`config.mk`:
```
export PLATFORM = sky130hd
export DESIGN_NAME = buzzer_tone_sequencer
export DESIGN_NICKNAME = d
export VERILOG_FILES = /design/src/rtl/bts_pkg.sv /design/src/rtl/bts_queue.sv /design/src/rtl/buzzer_tone_sequencer.sv
export SDC_FILE = /design/constraint.sdc
export NUM_CORES = 1
export LEC_CHECK = 0
export BUFFER_PORTS_ARGS = -buffer_cell sky130_fd_sc_hd__buf_2
export CAP_MARGIN = 0
export CORE_MARGIN = 10
export CORE_UTILIZATION = 60
export DETAILED_ROUTE_END_ITERATION = 10
export PLACE_DENSITY = 0.81
export SETUP_SLACK_MARGIN = 0.2
export SLEW_MARGIN = 15
export SYNTH_ARGS = -nofsm -noshare
export SYNTH_HDL_FRONTEND = slang
export SYNTH_SLANG_ARGS = --single-unit
```
`constraint.sdc`:
```
create_clock -name clk -period 16.6 [get_ports clk]
set_input_delay 0.83 -clock clk [delete_from_list [all_inputs] [get_ports clk]]
set_output_delay 0.83 -clock clk [all_outputs]
set_load 0.005 [all_outputs]
```
`src/rtl/bts_pkg.sv`:
```
// shared types and constants for the buzzer tone sequencer
package bts_pkg;

  localparam int QDEPTH = 4;
  localparam int QPTR_W = (QDEPTH > 1) ? $clog2(QDEPTH) : 1;
  localparam int QCNT_W = $clog2(QDEPTH + 1);

  localparam logic [4:0] PITCH_STEP_HZ = 5'd15;
  localparam logic [8:0] THIRD_MUL     = 9'd341;
  localparam int         THIRD_SHIFT   = 10;

  localparam logic KIND_REQUEST = 1'b0;
  localparam logic KIND_TICK    = 1'b1;

  typedef enum logic [2:0] {
    CFG_PITCH_OFFSET = 3'd0,
    CFG_LENGTH_SCALE = 3'd1,
    CFG_BEEP_LEVEL   = 3'd2,
    CFG_VARIO_LEVEL  = 3'd3,
    CFG_LOWEST_FREQ  = 3'd4,
    CFG_HIGHEST_FREQ = 3'd5,
    CFG_TICK_MS      = 3'd6
  } cfg_idx_t;

  typedef struct packed {
    logic [15:0] freq;
    logic [15:0] len;
    logic [15:0] pause;
    logic [3:0]  reps;
    logic        now;
    logic        bg;
    logic [7:0]  step;
  } tone_t;

  typedef struct packed {
    logic push;
    logic pop;
  } q_ctrl_t;

endpackage

```
`src/rtl/bts_queue.sv`:
```
// small fifo of pending tone requests
module bts_queue
  import bts_pkg::*;
(
  input  logic              clk,
  input  logic              rst,
  input  q_ctrl_t           ctrl,
  input  tone_t             wr_tone,
  output tone_t             head,
  output logic [QCNT_W-1:0] count
);

  tone_t             entries [QDEPTH];
  logic [QPTR_W-1:0] rd_ptr;
  logic [QPTR_W-1:0] wr_ptr;

  // entries carry no reset, only slots that were pushed are ever read
  always_ff @(posedge clk) begin
    if (ctrl.push) begin
      entries[wr_ptr] <= wr_tone;
    end
  end

  always_ff @(posedge clk) begin
    if (rst) begin
      rd_ptr <= '0;
      wr_ptr <= '0;
      count  <= '0;
    end else begin
      if (ctrl.push) begin
        wr_ptr <= (wr_ptr == QPTR_W'(QDEPTH - 1)) ? '0 : wr_ptr + 1'b1;
      end
      if (ctrl.pop) begin
        rd_ptr <= (rd_ptr == QPTR_W'(QDEPTH - 1)) ? '0 : rd_ptr + 1'b1;
      end
      if (ctrl.push && !ctrl.pop) begin
        count <= count + 1'b1;
      end else if (ctrl.pop && !ctrl.push) begin
        count <= count - 1'b1;
      end
    end
  end

  assign head = entries[rd_ptr];

endmodule

```
`src/rtl/buzzer_tone_sequencer.sv`:
```
// buzzer tone sequencer: tone requests and timer ticks in, buzzer state out
//
// in channel (in_valid/in_ready) carries either a tone request or a timer
// tick, selected by kind. every transaction yields exactly one result on the
// out channel (out_valid/out_ready): buzzer enable, frequency, level, busy
// flag and number of queued tones after that transaction was applied.
// a transaction lands in an input register; the sequencer state and the
// result register are updated together when it moves on from there, which
// is once the result register is empty or its result is being taken. one
// transaction per cycle is sustained while the receiver takes every result;
// the single state update per cycle sets that figure.
// when the receiver stalls, the result register holds and the input register
// takes at most one more transaction; after that in_ready drops until the
// result is taken.
// the configuration port writes one register per cycle with cfg_we high; the
// user must use it only while the block is idle, the block does not enforce
// that. reset clears all sequencer state and the queue pointers and loads the
// register defaults (lowest 150 Hz, highest 15000 Hz, 10 ms per tick).
module buzzer_tone_sequencer
  import bts_pkg::*;
(
  input  logic               clk,
  input  logic               rst,
  input  logic               cfg_we,
  input  logic [2:0]         cfg_index,
  input  logic [15:0]        cfg_data,
  input  logic               in_valid,
  output logic               in_ready,
  input  logic               kind,
  input  logic [15:0]        tone_freq,
  input  logic [15:0]        tone_len,
  input  logic [15:0]        tone_pause,
  input  logic [3:0]         repeat_count,
  input  logic               urgent,
  input  logic               background,
  input  logic signed [7:0]  sweep_step,
  output logic               out_valid,
  input  logic               out_ready,
  output logic               sounding,
  output logic [15:0]        out_freq,
  output logic signed [2:0]  out_level,
  output logic               busy_res,
  output logic [2:0]         queued
);

  function automatic logic [15:0] scale_len(input logic [15:0] len,
                                            input logic signed [2:0] s);
    logic [25:0] third;
    logic [17:0] mult;
    logic [15:0] r;
    third = 26'(len) * 26'(THIRD_MUL);
    mult  = 18'(len) * 18'(3'(s[1:0]) + 3'd1);
    if (s == -3'sd1) begin
      r = len >> 1;
    end else if (s < 0) begin
      r = third[THIRD_SHIFT +: 16];
    end else if (s > 0) begin
      r = mult[15:0];
    end else begin
      r = len;
    end
    return r;
  endfunction

  // configuration registers
  logic [4:0]        pitch_offset;
  logic signed [2:0] length_scale;
  logic [2:0]        beep_level;
  logic [2:0]        vario_level;
  logic [15:0]       lowest_freq;
  logic [15:0]       highest_freq;
  logic [7:0]        tick_ms;

  always_ff @(posedge clk) begin
    if (rst) begin
      pitch_offset <= '0;
      length_scale <= '0;
      beep_level   <= '0;
      vario_level  <= '0;
      lowest_freq  <= 16'd150;
      highest_freq <= 16'd15000;
      tick_ms      <= 8'd10;
    end else if (cfg_we) begin
      case (cfg_index)
        CFG_PITCH_OFFSET: pitch_offset <= cfg_data[4:0];
        CFG_LENGTH_SCALE: length_scale <= cfg_data[2:0];
        CFG_BEEP_LEVEL:   beep_level   <= cfg_data[2:0];
        CFG_VARIO_LEVEL:  vario_level  <= cfg_data[2:0];
        CFG_LOWEST_FREQ:  lowest_freq  <= cfg_data;
        CFG_HIGHEST_FREQ: highest_freq <= cfg_data;
        CFG_TICK_MS:      tick_ms      <= cfg_data[7:0];
        default: ;
      endcase
    end
  end

  // input register
  logic  in_reg_v;
  logic  in_kind;
  tone_t in_tone;
  logic  advance;

  assign advance  = in_reg_v && (!out_valid || out_ready);
  assign in_ready = !in_reg_v || advance;

  always_ff @(posedge clk) begin
    if (rst) begin
      in_reg_v <= 1'b0;
    end else if (in_valid && in_ready) begin
      in_reg_v <= 1'b1;
    end else if (advance) begin
      in_reg_v <= 1'b0;
    end
  end

  always_ff @(posedge clk) begin
    if (in_valid && in_ready) begin
      in_kind       <= kind;
      in_tone.freq  <= tone_freq;
      in_tone.len   <= tone_len;
      in_tone.pause <= tone_pause;
      in_tone.reps  <= repeat_count;
      in_tone.now   <= urgent;
      in_tone.bg    <= background;
      in_tone.step  <= sweep_step;
    end
  end

  // sequencer state
  logic [15:0] time_left, time_left_next;
  logic [15:0] pause_left, pause_left_next;
  logic [3:0]  repeats_left, repeats_left_next;
  logic [15:0] cur_freq, cur_freq_next;
  logic [15:0] saved_freq, saved_freq_next;
  logic [15:0] saved_len, saved_len_next;
  logic [15:0] saved_pause, saved_pause_next;
  logic        saved_background, saved_background_next;
  logic [7:0]  saved_step, saved_step_next;
  logic        enabled, enabled_next;
  logic [2:0]  applied_level, applied_level_next;

  q_ctrl_t           q_ctrl;
  tone_t             q_head;
  logic [QCNT_W-1:0] q_count;

  bts_queue u_queue (
    .clk     (clk),
    .rst     (rst),
    .ctrl    (q_ctrl),
    .wr_tone (in_tone),
    .head    (q_head),
    .count   (q_count)
  );

  // start path shared by new requests and tones popped from the queue
  tone_t             src;
  logic [15:0]       src_tl;
  logic [QCNT_W-1:0] src_qc;
  logic              do_start_path;
  logic              drop_bg;
  logic              enq_case;
  logic [15:0]       start_freq;
  logic [15:0]       start_len;
  logic              q_full;

  // sweep path
  logic signed [16:0] sweep_prod;
  logic signed [18:0] sweep_sum;
  logic signed [18:0] low_s;
  logic signed [18:0] high_s;
  logic signed [18:0] sweep_clamp;

  assign q_full = (q_count == QCNT_W'(QDEPTH));

  always_comb begin
    if (in_kind == KIND_REQUEST) begin
      src    = in_tone;
      src_tl = time_left;
      src_qc = q_count;
    end else begin
      // popping only happens with time_left at zero, count seen after the pop
      src    = q_head;
      src_tl = '0;
      src_qc = q_count - 1'b1;
    end
    drop_bg  = src.bg && !src.now &&
               (src_tl != '0 || repeats_left != '0 || src_qc != '0);
    enq_case = !src.now && !saved_background && (src_tl != '0);
    if (src.bg) begin
      start_freq = src.freq;
      start_len  = src.len;
    end else begin
      start_freq = src.freq + 16'(pitch_offset) * 16'(PITCH_STEP_HZ);
      start_len  = scale_len(src.len, length_scale);
    end
  end

  always_comb begin
    sweep_prod  = $signed({1'b0, tick_ms}) * $signed(saved_step);
    sweep_sum   = $signed({3'b000, cur_freq}) + {{2{sweep_prod[16]}}, sweep_prod};
    low_s       = $signed({3'b000, lowest_freq});
    high_s      = $signed({3'b000, highest_freq});
    sweep_clamp = (sweep_sum < low_s) ? low_s : sweep_sum;
    if (sweep_clamp > high_s) begin
      sweep_clamp = high_s;
    end
  end

  always_comb begin
    time_left_next        = time_left;
    pause_left_next       = pause_left;
    repeats_left_next     = repeats_left;
    cur_freq_next         = cur_freq;
    saved_freq_next       = saved_freq;
    saved_len_next        = saved_len;
    saved_pause_next      = saved_pause;
    saved_background_next = saved_background;
    saved_step_next       = saved_step;
    enabled_next          = enabled;
    applied_level_next    = applied_level;
    q_ctrl                = '0;
    do_start_path         = 1'b0;

    if (advance) begin
      if (in_kind == KIND_REQUEST) begin
        do_start_path = 1'b1;
      end else if (time_left != '0) begin
        if (time_left > {8'h00, tick_ms}) begin
          time_left_next = time_left - {8'h00, tick_ms};
          if (saved_step != '0) begin
            cur_freq_next      = sweep_clamp[15:0];
            enabled_next       = 1'b1;
            applied_level_next = beep_level;
          end
        end else begin
          time_left_next = '0;
          enabled_next   = 1'b0;
          if (pause_left != '0) begin
            time_left_next  = pause_left;
            pause_left_next = '0;
          end else if (repeats_left != '0) begin
            repeats_left_next  = repeats_left - 1'b1;
            cur_freq_next      = saved_freq;
            time_left_next     = saved_len;
            pause_left_next    = saved_pause;
            enabled_next       = 1'b1;
            applied_level_next = beep_level;
          end
        end
      end else if (q_count != '0) begin
        q_ctrl.pop    = 1'b1;
        do_start_path = 1'b1;
      end

      if (do_start_path && !drop_bg) begin
        if (enq_case) begin
          // only a new request can land here; background ones were dropped
          q_ctrl.push = !src.bg && !q_full;
        end else begin
          cur_freq_next         = start_freq;
          time_left_next        = start_len;
          pause_left_next       = src.pause;
          repeats_left_next     = src.reps;
          saved_freq_next       = start_freq;
          saved_len_next        = start_len;
          saved_pause_next      = src.pause;
          saved_background_next = src.bg;
          saved_step_next       = src.step;
          enabled_next          = 1'b1;
          applied_level_next    = src.bg ? vario_level : beep_level;
        end
      end
    end
  end

  always_ff @(posedge clk) begin
    if (rst) begin
      time_left        <= '0;
      pause_left       <= '0;
      repeats_left     <= '0;
      cur_freq         <= '0;
      saved_freq       <= '0;
      saved_len        <= '0;
      saved_pause      <= '0;
      saved_background <= 1'b0;
      saved_step       <= '0;
      enabled          <= 1'b0;
      applied_level    <= '0;
    end else begin
      time_left        <= time_left_next;
      pause_left       <= pause_left_next;
      repeats_left     <= repeats_left_next;
      cur_freq         <= cur_freq_next;
      saved_freq       <= saved_freq_next;
      saved_len        <= saved_len_next;
      saved_pause      <= saved_pause_next;
      saved_background <= saved_background_next;
      saved_step       <= saved_step_next;
      enabled          <= enabled_next;
      applied_level    <= applied_level_next;
    end
  end

  // result register, count reflects the push or pop of this transaction
  logic [QCNT_W-1:0] q_count_next;

  always_comb begin
    q_count_next = q_count;
    if (q_ctrl.push) begin
      q_count_next = q_count + 1'b1;
    end else if (q_ctrl.pop) begin
      q_count_next = q_count - 1'b1;
    end
  end

  always_ff @(posedge clk) begin
    if (rst) begin
      out_valid <= 1'b0;
    end else if (advance) begin
      out_valid <= 1'b1;
    end else if (out_ready) begin
      out_valid <= 1'b0;
    end
  end

  always_ff @(posedge clk) begin
    if (advance) begin
      sounding  <= enabled_next;
      out_freq  <= cur_freq_next;
      out_level <= applied_level_next;
      busy_res  <= (time_left_next != '0);
      queued    <= 3'(q_count_next);
    end
  end

endmodule

```
==> run summary, run 1 <==
Root Buffer = clkbuf_16
Largest net degree at the start of global routing = 101
Post-synthesis cell type count = 84
Slew Viols, Final = 0
Fillers = 3586
Clock-pin slew on the worst setup and hold paths = 60 ps
GRT Overall Usage = 26.5%
Layout cells sized above 1 = 12.4%
Number of port buffers = 112
Max-slew headroom = 14.9%
# Post-CTS Setup Buffers = 0
CTS tree = built
First-pass GRT wire length = 124000 µm
Sink Count = 513
Data required, critical path = 16910 ps
Max clock buf depth = 3
Top-count cell post-synth = edfxtp_1
DRC = 0
Synth top area share = 33.8%
Max Clock Skew = 49.8 ps
Final setup viols = 0
# diodes = 0
Critical path class = register to register
TritonRoute pass-1 iters = 8
Critical-path top delay cell = dfxtp_1
Grt ovf = 0
Crit end category = register
Slowest cell delay on critical path = 590 ps
Initial Util = 60.8%
Yosys reg bits = 513
Row count = 81
Fin nets = 3170
Leakage = 13.1 nW
Post-synth EDFFs = 335
Register area share after synthesis = 45.8%
RSZ-0062 raised after global routing = false
1st-iter DRT viols = 2508
DRT Wirelength = 79400 µm
Fin crit period = 10110 ps
Vias in the first global route = 22200
Hold depth = 1
F_max = 0.0989 GHz
Via-to-Cell Ratio = 6.26
Power density cells = 116 nW/µm²
Synth area leader = edfxtp_1
Final worst slack = 6490 ps
Status = finished clean
Die area = 58900 µm²
Cell total after placement = 3384
Worst vdd ir = 0.113 mV
Most instantiated cells after synthesis = edfxtp_1 (335), inv_1 (267), nand2_1 (246)
I/O pins = 113
Core ar. = 49000 µm²
Worst Path Max Fanout = 23
WL/cell = 22.8 µm
Syn Nets = 3093
Gp weighted congestion = 0.955
DRT antenna net count = 0
Arr. time, crit path = 10420 ps
Initial antenna violation count = 0
Worst Reg2Reg Path Length in Cells = 34
Crit share post-route = 60.9%
Final Hold Viols = 0
CTS Hold Bufs = 0
Resized cells post-CTS = 0
Setup TNS = 0 ps
Max cap viols = 0
Via count = 21800
Synthesized area = 29800 µm²
Clock latency on the worst-skew pair = 640 ps
Post-synth ARST share = 0%
Hold/Removal Path Class = input port to register
HPWL Detailed = 57700 µm
H-tree depth = 2
Layout area overhead = 10.0%
Syn Area/Cell = 11.0 µm²
Die outline height = 243 µm
Pre-CTS setup slack = 6530 ps
Mapped Cells = 2697
Synth Flop Type = edfxtp_1
Post-route insts no fill = 3481
Most used cell, CP = fa_1
Ys Warns = 0
Worst-margin pin slew = 1270 ps
Cts bufs inserted = 52
Area contributors post-synth = edfxtp_1 (34%), dfxtp_1 (12%), ha_1 (8.2%), fa_1 (7.7%), mux4_2 (4.5%)
Die width = 243 µm
Critical Path Source Type = register
[cell families (layout without fill, tap and decap cells)]
kind of cell | count (synthesis) | in the layout | synth area share (%)
mux | 172 | 172 | 8.52
buf+inv | 384 | 504 | 4.94
flops | 513 | 513 | 45.8
compound gates | 537 | 537 | 12.2
fa+ha+maj | 309 | 309 | 15.9
xor+xnor | 48 | 48 | 1.41
simple gates | 734 | 734 | 11.3
[sequential cells by signal, summed over array words and instances, names as in the netlist, 4 cells and up, named ones only]
register,flops
pause_left,16
out_freq,16
tick_ms,8
in_tone,62
saved_pause,16
saved_len,16
highest_freq,16
time_left,16
lowest_freq,16
repeats_left,4
u_queue.entries,248
saved_step,8
pitch_offset,5
cur_freq,16
saved_freq,16
[path summary, 6_finish.rpt]
path / start / to / slack, ps
setup / recovery: saved_step[7]$_SDFFE_PP0P_ / out_freq[10]$_DFFE_PP_ / 6490
hold / removal: tone_len[8] / in_tone[38]$_DFFE_PP_ / 360
setup reg to reg: saved_step[7]$_SDFFE_PP0P_ / out_freq[10]$_DFFE_PP_ / 6490
hold reg to reg: highest_freq[8]$_SDFFE_PP0P_ / highest_freq[8]$_SDFFE_PP0P_ / 460
[routing by layer]
| layer | wire, µm | vias up | GRT usage, % | part of all wire, % |
|---|---|---|---|---|
| met5 | 0 | - | 0 | 0 |
| met4 | 3100 | 0 | 10.5 | 3.9 |
| met3 | 6660 | 217 | 4.16 | 8.4 |
| met2 | 37300 | 1071 | 42.7 | 47 |
| met1 | 32300 | 10600 | 35.4 | 41 |
| li1 | - | 9869 | - | - |
[critical path: cells and delay by family (launching register included)]
family          cells  cell delay (ps)
mux                 1              250
compound gates     14             2960
xor+xnor            1              140
simple gates        7             1410
flops               1              590
buf+inv             2              360
fa+ha+maj           9             4100
[where the power goes]
part	internal, mW	total [mW]	leakage [nW]	switching (mW)
Combinational	0.426	1.12	7.67	0.699
Clock	0.698	1.21	0.883	0.516
Sequential	1.41	1.46	4.52	0.0481
Total	2.53	3.80	13.1	1.26
[final cells by class]
type	count	area (µm²)	share of cell area (%)
clock inverter	24	302	0.921
timing repair buffer	138	758	2.31
clock buffer	73	1520	4.65
tap	664	831	2.54
inverter	269	1010	3.08
sequential	513	13600	41.6
multi-input combinational	1800	14700	44.9
[layout by cell type, fill, tap and decap left out, drive strengths merged, types with 56 or more instances in the layout]
| cell type | instances |
|---|---|
| dfxtp | 178 |
| buf | 138 |
| nand2 | 247 |
| a211oi | 58 |
| a21oi | 147 |
| inv | 270 |
| mux4 | 60 |
| mux2i | 80 |
| clkbuf | 73 |
| nor2 | 232 |
| o21ai | 92 |
| fa | 115 |
| ha | 194 |
| edfxtp | 335 |
| and2 | 56 |
[metrics by stage]
stage                     power [mW]  utilization, %  hold WS [ps]  instance area [µm²]
final                           3.80            66.9           363                32800
after global routing            3.98            66.9           349                32800
after CTS                       3.78            66.9           343                32700
after detailed placement        2.57            63.2           448                30900
after global placement          2.54            63.2           445                30900
after floorplan                 2.27               -           436                29800
No activity file was read; power rests on OpenSTA's default activity.
==> run 2, diff against run 1 <==
- clock period: 16.6 -> 10.1 ns (I/O delays scaled with it)
==> run 2 against run 1 <==
- first-iteration DRC count decreased by 3.3%
- utilization is 0.38 points higher
- sequential power grew 64%
- combinational power grew 71%
- critical path type unchanged
- count of clock-buffer cells in the layout is 2 lower
- highest routed layer unchanged
- critical endpoint is now out_freq[11]$_DFFE_PP_
- worst setup slack worse by 5900 ps
- largest power group unchanged
- flip-flop and latch count unchanged
- clock power is 69% higher
- total power increased by 67%
- final area rose by 0.57%
- largest cell class unchanged
==> run summary, run 2 (synthesis results as in run 1) <==
Root Buffer = clkbuf_16
Setup TNS = 0 ps (unchanged)
Layout area overhead = 10.7%
Worst Path Max Fanout = 11 (-52%)
First-pass GRT wire length = 129000 µm (+3.5%)
GRT Overall Usage = 27.4% (+0.96 points)
F_max = 0.105 GHz (+6.4%)
DRT antenna net count = 0 (unchanged)
Worst vdd ir = 0.167 mV (+47%)
Initial antenna violation count = 0 (unchanged)
Die area = 58900 µm² (unchanged)
Status = finished clean
Vias in the first global route = 22200 (-0.0090%)
Final setup viols = 0 (unchanged)
Share of power burned in registers = 37.7% (-0.7 points)
CTS tree = built
Die width = 243 µm (unchanged)
Max Clock Skew = 44.6 ps (-5.17 ps)
Commonest non-fill, non-tap cell in the layout = edfxtp_1
Crit end category = register
Internal power = 4.25 mW (+68%)
Cell total after placement = 3395 (+0.33%)
Critical Path Source Type = register
Power density cells = 193 nW/µm² (+66%)
Fin crit period = 9500 ps (-609 ps)
Worst-margin pin slew = 1160 ps (-104 ps)
I/O pins = 113 (unchanged)
Largest net degree at the start of global routing = 90 (-11%)
Register with the most flip-flops = u_queue.entries
Via-to-Cell Ratio = 6.30 (+0.60%)
Final Hold Viols = 0 (unchanged)
Arr. time, crit path = 9820 ps (-600 ps)
RSZ-0062 raised after global routing = false
Grt ovf = 0 (unchanged)
TritonRoute pass-1 iters = 7 (-1)
Max cap viols = 0 (unchanged)
Via count = 22000 (+1.1%)
Critical path class = register to register
WL/cell = 23.4 µm (+2.8%)
H-tree depth = 2 (unchanged)
Pre-CTS setup slack = 177 ps (-6350 ps)
Initial Util = 60.8% (unchanged)
Die outline height = 243 µm (unchanged)
DRC = 0 (unchanged)
Layout Utilization = 67.3% (+0.38 points)
Data required, critical path = 10420 ps (-6490 ps)
Layout cells sized above 1 = 13.4% (+0.94 points)
DRT Wirelength = 82100 µm (+3.4%)
Crit share post-route = 94.1% (+33 points)
1st-iter DRT viols = 2425 (-3.3%)
Fin nets = 3188 (+0.57%)
Core ar. = 49000 µm² (unchanged)
Slowest cell delay on critical path = 590 ps (about the same)
Gp weighted congestion = 0.958 (+0.34%)
Clock share of power = 32.3% (+0.3 points)
Fin area = 32900 µm² (+0.57%)
Clock latency on the worst-skew pair = 630 ps (about the same)
Final worst slack = 598 ps (-5890 ps)
Most frequent cells in the layout = edfxtp_1 (335), inv_1 (267), nand2_1 (246)
Sink Count = 513 (unchanged)
Fillers = 3616 (+0.84%)
Sw frac = 33.1% (-0.22 points)
Max clock buf depth = 3 (unchanged)
Pwr Total = 6.35 mW (+67%)
# diodes = 0 (unchanged)
Slew Viols, Final = 0 (unchanged)
Max reg flops = 248 (unchanged)
Clock-pin slew on the worst setup and hold paths = 60 ps (about the same)
Most used cell, CP = fa_1
Final hold slack = 54.4 ps (-308 ps)
Hold/Removal Path Class = input port to register
HPWL Detailed = 58900 µm (+2.1%)
Max-slew headroom = 22.5% (+7.6 points)
Leakage = 13.2 nW (+0.76%)
Placed cell area = 31000 µm² (+0.27%)
Largest regs = u_queue.entries x248, in_tone x62
Sw power = 2.10 mW (+66%)
Critical-path top delay cell = fa_1
Number of port buffers = 112 (unchanged)
Row count = 81 (unchanged)
Cts bufs inserted = 52 (unchanged)
Comb pwr share = 30.0% (+0.4 points)
Post-route insts no fill = 3500 (+0.55%)
## run 2: changes by cell type in the layout (fill, tap and decap cells not counted), sizes merged
cell / delta
clkbuf: -2
clkinv: -1
buf: +18
clkinvlp: +1
inv: -1
bufinv: +4
## run 2: cell type report
cell class / count / area (µm²) / share of cell area (%)
multi-input combinational: 1800 / 14700 / 44.7
sequential: 513 / 13600 / 41.4
clock buffer: 71 / 1470 / 4.45
inverter: 269 / 1010 / 3.07
timing repair buffer: 156 / 895 / 2.72
tap: 664 / 831 / 2.52
clock inverter: 27 / 372 / 1.13
## run 2: final timing paths
| kind | slack (ps) | cells past startpoint | from | to |
|---|---|---|---|---|
| worst min register to register | 460 | 2 | saved_freq[2]$_SDFFE_PP0P_ | saved_freq[2]$_SDFFE_PP0P_ |
| worst max register to register | 600 | 34 | tick_ms[4]$_SDFFE_PP0P_ | out_freq[11]$_DFFE_PP_ |
| worst max-delay path | 600 | 34 | tick_ms[4]$_SDFFE_PP0P_ | out_freq[11]$_DFFE_PP_ |
| worst min-delay path | 50 | 1 | tone_len[13] | in_tone[43]$_DFFE_PP_ |
## run 2: routing by layer
metal | track usage, % | part of all wire [%] | up-vias
met4 | 9.48 | 3.4 | 0
met5 | 0 | 0 | -
met1 | 37.4 | 43 | 10900
li1 | - | - | 9933
met2 | 44.3 | 47 | 1042
met3 | 4.07 | 7.4 | 182
## run 2: power groups by stage
stage / Sequential (mW) / Combinational, mW / Clock (mW)
after floorplan: 2.40 / 1.34 / 0
after global placement: 2.43 / 1.77 / 0
after detailed placement: 2.43 / 1.82 / 0
after CTS: 2.39 / 1.84 / 2.06
after global routing: 2.40 / 2.10 / 2.16
final: 2.39 / 1.91 / 2.05
## run 2: critical path, delay by kind of cell, from the launching register on
kind / cells / cell delay, ps
AOI/OAI and AO/OA: 14 / 2970
xor gates and xnor gates: 1 / 130
adders and majority gates: 9 / 3780
buffers and inverters: 2 / 240
DFF: 1 / 520
muxes: 1 / 240
and+or+nand+nor: 7 / 1340
## run 2: what timing repair did
item / CTS / global route
setup endpoints to repair: 0 / 32
hold buffers: 0 / 0
resized for setup: 0 / 18
setup buffers: 0 / 6
